### src/rtl/sem_pkg.sv
// Shared types, constants and kernels of the Sobel edge magnitude block.
package sem_pkg;

	localparam int MAX_WIDTH_DEF  = 1024;
	localparam int MAX_HEIGHT_DEF = 4096;

	localparam logic [10:0] FRAME_WIDTH_RST  = 11'd1024;
	localparam logic [12:0] FRAME_HEIGHT_RST = 13'd1024;

	localparam logic [0:0] REG_FRAME_WIDTH  = 1'b0;
	localparam logic [0:0] REG_FRAME_HEIGHT = 1'b1;

	localparam logic [20:0] SAT_LIMIT = 21'd65280;
	localparam logic [7:0]  PIX_MAX   = 8'd255;
	localparam int          ROOT_BITS = 8;

	typedef logic signed [2:0] coef_t;
	localparam coef_t KX [9] = '{-3'sd1, 3'sd0, 3'sd1, -3'sd2, 3'sd0, 3'sd2, -3'sd1, 3'sd0, 3'sd1};
	localparam coef_t KY [9] = '{-3'sd1, -3'sd2, -3'sd1, 3'sd0, 3'sd0, 3'sd0, 3'sd1, 3'sd2, 3'sd1};

	// Controller to datapath commands.
	typedef struct packed {
		logic       take;     // latch input beat, advance position
		logic       rd;       // read line stores
		logic       upd;      // write line stores, shift window
		logic       sum;      // form Gx/Gy for selected centre
		logic       sq;       // form sum of squares
		logic       root;     // one square-root bit
		logic       rnd;      // round, clamp, load output register
		logic [1:0] sel;      // centre select: bit1 row offset, bit0 col offset
		logic [2:0] bit_idx;  // root bit under test
		logic       last;     // final result of this input beat
	} sem_cmd_t;

	// Datapath to controller status.
	typedef struct packed {
		logic [3:0] pend;     // centres made ready by the current beat
	} sem_sts_t;

endpackage

### src/rtl/sem_ctrl.sv
// Sequencing controller for the Sobel edge magnitude block.
module sem_ctrl (
	input  logic               clk,
	input  logic               arst_n,
	input  logic               in_valid,
	output logic               in_ready,
	output logic               out_valid,
	input  logic               out_ready,
	input  sem_pkg::sem_sts_t  sts,
	output sem_pkg::sem_cmd_t  cmd
);

	typedef enum logic [7:0] {
		S_IDLE = 8'b0000_0001,
		S_RD   = 8'b0000_0010,
		S_UPD  = 8'b0000_0100,
		S_SUM  = 8'b0000_1000,
		S_SQ   = 8'b0001_0000,
		S_ROOT = 8'b0010_0000,
		S_RND  = 8'b0100_0000,
		S_OUT  = 8'b1000_0000
	} state_t;

	state_t     state_q;
	logic [3:0] pend_q;
	logic [2:0] cnt_q;
	logic [1:0] sel;
	logic [3:0] low_bit;
	logic [3:0] rest;

	// lowest pending centre goes first (raster order)
	always_comb begin
		priority if (pend_q[0]) sel = 2'd0;
		else if (pend_q[1])     sel = 2'd1;
		else if (pend_q[2])     sel = 2'd2;
		else                    sel = 2'd3;
	end

	assign low_bit = pend_q & (~pend_q + 4'd1);
	assign rest    = pend_q & ~low_bit;

	always_ff @(posedge clk or negedge arst_n) begin
		if (!arst_n) begin
			state_q <= S_IDLE;
			pend_q  <= '0;
			cnt_q   <= '0;
		end else begin
			unique case (state_q)
				S_IDLE: begin
					if (in_valid) state_q <= S_RD;
				end
				S_RD: state_q <= S_UPD;
				S_UPD: begin
					pend_q  <= sts.pend;
					state_q <= (sts.pend == '0) ? S_IDLE : S_SUM;
				end
				S_SUM: state_q <= S_SQ;
				S_SQ: begin
					cnt_q   <= 3'(sem_pkg::ROOT_BITS - 1);
					state_q <= S_ROOT;
				end
				S_ROOT: begin
					if (cnt_q == '0) state_q <= S_RND;
					else cnt_q <= cnt_q - 3'd1;
				end
				S_RND: state_q <= S_OUT;
				S_OUT: begin
					if (out_ready) begin
						pend_q  <= rest;
						state_q <= (rest == '0) ? S_IDLE : S_SUM;
					end
				end
				default: state_q <= S_IDLE;
			endcase
		end
	end

	assign in_ready  = (state_q == S_IDLE);
	assign out_valid = (state_q == S_OUT);

	always_comb begin
		cmd         = '0;
		cmd.take    = (state_q == S_IDLE) && in_valid;
		cmd.rd      = (state_q == S_RD);
		cmd.upd     = (state_q == S_UPD);
		cmd.sum     = (state_q == S_SUM);
		cmd.sq      = (state_q == S_SQ);
		cmd.root    = (state_q == S_ROOT);
		cmd.rnd     = (state_q == S_RND);
		cmd.sel     = sel;
		cmd.bit_idx = cnt_q;
		cmd.last    = (rest == '0);
	end

endmodule

### config.mk
export PLATFORM = sky130hd
export DESIGN_NAME = sem_ctrl
export DESIGN_NICKNAME = d
export VERILOG_FILES = /design/src/rtl/sem_pkg.sv /design/src/rtl/sem_ctrl.sv
export SDC_FILE = /design/constraint.sdc
export NUM_CORES = 1
export LEC_CHECK = 0
export BUFFER_PORTS_ARGS = -buffer_cell sky130_fd_sc_hd__buf_2
export CAP_MARGIN = 20
export CELL_PAD_IN_SITES_DETAIL_PLACEMENT = 0
export CELL_PAD_IN_SITES_GLOBAL_PLACEMENT = 2
export CORE_ASPECT_RATIO = 1.1
export CORE_MARGIN = 3
export CORE_UTILIZATION = 30
export DETAILED_ROUTE_END_ITERATION = 16
export GPL_ROUTABILITY_DRIVEN = 0
export PLACE_DENSITY_LB_ADDON = 0.1
export SYNTH_ARGS = -nofsm -noshare
export SYNTH_HDL_FRONTEND = slang
export SYNTH_SLANG_ARGS = --single-unit
### constraint.sdc
create_clock -name clk -period 2.3 [get_ports clk]
set_input_delay 0.345 -clock clk [delete_from_list [all_inputs] [get_ports clk]]
set_output_delay 0.345 -clock clk [all_outputs]
set_load 0.02 [all_outputs]
==> impl_metrics.tcl <==
set metrics [dict create \
    outcome "complete, no violations" \
    synth_area_leaders "dfrtp_1 (39%), nor2_1 (6.6%), a21oi_1 (3.9%), a22o_1 (3.9%), dfstp_2 (2.9%)" \
    yosys_warnings 0 \
    synth_top_area_share_pct 38.8 \
    overflow 0 \
    synth_edf_count 0 \
    ys_seq_area_share_pct 41.7 \
    grt_max_degree 16 \
    startpoint "state_q[5]" \
    first_pass_iters 4 \
    drtIter0Drc 28 \
    clock_sinks 15 \
    hold_slack_ns 0.288 \
    path_common_cell "or4_4" \
    coreArea_um2 2830 \
    drv_cap 0 \
    place_ws_ns 0.166 \
    io-pin-count 23 \
    finalSetupTns_ns 0 \
    start_util_pct 31.9 \
    die_area_um2 3710 \
    rr_startpoint "state_q[5]" \
    start_kind "flop" \
    worstPathMaxFanout 3 \
    finalClockSkew_ns 0.00834 \
    layout.nets 140 \
    slowest_delay_ns 0.57 \
    post-route-drc-count 0 \
    worst_hold_startpoint "sts[2]" \
    path_cells "or4_4 -> or4_4 -> inv_2 -> buf_6" \
    ir_drop_v 0.000410 \
    wire_per_inst_um 14.0 \
    maxSlewViolCount 0 \
    syn_area_per_cell_um2 9.22 \
    placed_area_um2 1060 \
    clock_latency_ns 0.29 \
    timing.final.ws_setup_ns 0.00575 \
    htreeDepth 1 \
    syn_area_um2 903 \
    die_w_um 58.3 \
    crit_slowest_cell "or4_4" \
    drt_wl_total_mm 2.26 \
    viasPerCell 5.17 \
    synth.largest_area_cell "dfrtp_1" \
    drive_above_1_share_pct 34.1 \
    grt_pass1_vias 862 \
    fin_area_um2 1150 \
    hpwl_mm 1.75 \
    antenna_cells 0 \
    finalHoldViolCount 0 \
    syn_to_final_growth_pct 27.1 \
    setup_viol 0 \
    worst_pin_slew_ns 0.577 \
    final_common_cell "buf_2" \
    vias 838 \
    syn_inst 98 \
    holdCritPathClass "primary input to flop" \
    cp-end-kind "output port" \
    path_buf_inv 2 \
    antenna_found_initial 0 \
    synth_seq_cells 15 \
    grt_pass1_wl_mm 3.82 \
    cts_tree "done" \
    cts_buffer_depth 2 \
    required_ns 1.96 \
    maxSlewHeadroom_pct 61.2 \
    fin_util_pct 40.6 \
    yosysUniqueCellTypes 34 \
    critPathTopFamily "simple AND/OR/NAND/NOR gates" \
    power.density_nw_per_um2 982 \
    die_h_um 63.6 \
    layout_worst_path_cycle_share_pct 99.8 \
    ys.flop_type "dfrtp_1" \
    synth_nets 108 \
    clkTransAtPathRegs_ns 0.10 \
    layout_common_cells "buf_2 (20), nor2_1 (15), dfrtp_1 (14), a21oi_1 (7), buf_4 (7)" \
    p_leak_nw 0.580 \
    port_buffers 22 \
    rsz0062_at_grt "true" \
    ant_nets 0 \
    fmax_mhz 436 \
    grt.total_usage_pct 13.2 \
    critical_path_class "flop to output port" \
    async_reset_ff_share_pct 100 \
    crit_arrival_ns 1.95 \
    fin_crit_ns 2.29 \
    cts-root-buf "clkbuf_4" \
    cts_buffers 3 \
    fp-row-count 20 \
]
-- registers in the layout, indices dropped and copies added (netlist names) --
name / cells
state_q: 8
pend_q: 4
cnt_q: 3
-- power breakdown --
| group | internal, mW | switching (mW) |
|---|---|---|
| registers | 0.333 | 0.0824 |
| clock network | 0.0645 | 0.0921 |
| logic | 0.241 | 0.315 |
| total | 0.638 | 0.489 |
-- worst paths after layout --
kind	end	slack (ns)	cells after the start
worst max-delay path	out_valid	0.006	4
worst min-delay path	pend_q[2]	0.29	2
worst max register to register	pend_q[2]	0.09	6
worst min register to register	cnt_q[0]	0.50	1
max in group asynchronous	state_q[0]	1.51	2
min in group asynchronous	state_q[4]	0.48	2
-- repair_timing --
item | CTS | global route
setup endpoints to repair | 2 | 6
hold buffers | 1 | 0
setup buffers | 3 | 0
pin swaps | 2 | 2
endpoints found under the hold margin | 14 | 0
cloned | 0 | 0
gates resized for setup | 4 | 4
-- metrics by stage --
step	total power [mW]	cells
global placement	0.941	154
detailed placement	0.939	154
floorplan	0.774	98
CTS	1.12	162
global route	1.22	162
finish	1.13	162
-- kinds of logic after synthesis --
group | after synthesis | synth area share, %
AO/OA/AOI/OAI | 21 | 15.1
XOR/XNOR | 1 | 0.970
adder cells (fa/ha/maj) | 3 | 3.88
buffers and inverters | 9 | 4.57
flip-flops | 15 | 41.7
AND/OR/NAND/NOR | 49 | 33.8
-- cell type report --
cell class                 count  area (µm²)
clock inverter                 1        5.00
clock buffer                   3        22.5
fill                         295        1680
tap                           33        41.3
sequential                    15         377
multi-input combinational     74         503
inverter                       7        26.3
timing repair buffer          29         174
-- Yosys cell counts (2+ instances only) --
master / number
nor2_1: 16
dfrtp_1: 14
a21oi_1: 7
inv_1: 7
a22o_1: 4
nor3_1: 4
o21ai_0: 4
and2_1: 3
nand2_1: 3
nor4_1: 3
and3_1: 2
ha_1: 2
nand3_1: 2
nand4b_1: 2
o21ai_1: 2
o311ai_0: 2
or3_1: 2
or4_4: 2
or4b_2: 2
-- per-layer routing --
layer | GRT usage, % | part of all wire [%]
met5 | 0 | 0
met4 | 4.93 | 0
met3 | 2.66 | 5.7
met2 | 21.1 | 50
met1 | 17.3 | 44
Note: power is estimated with default switching activity, not from simulation.
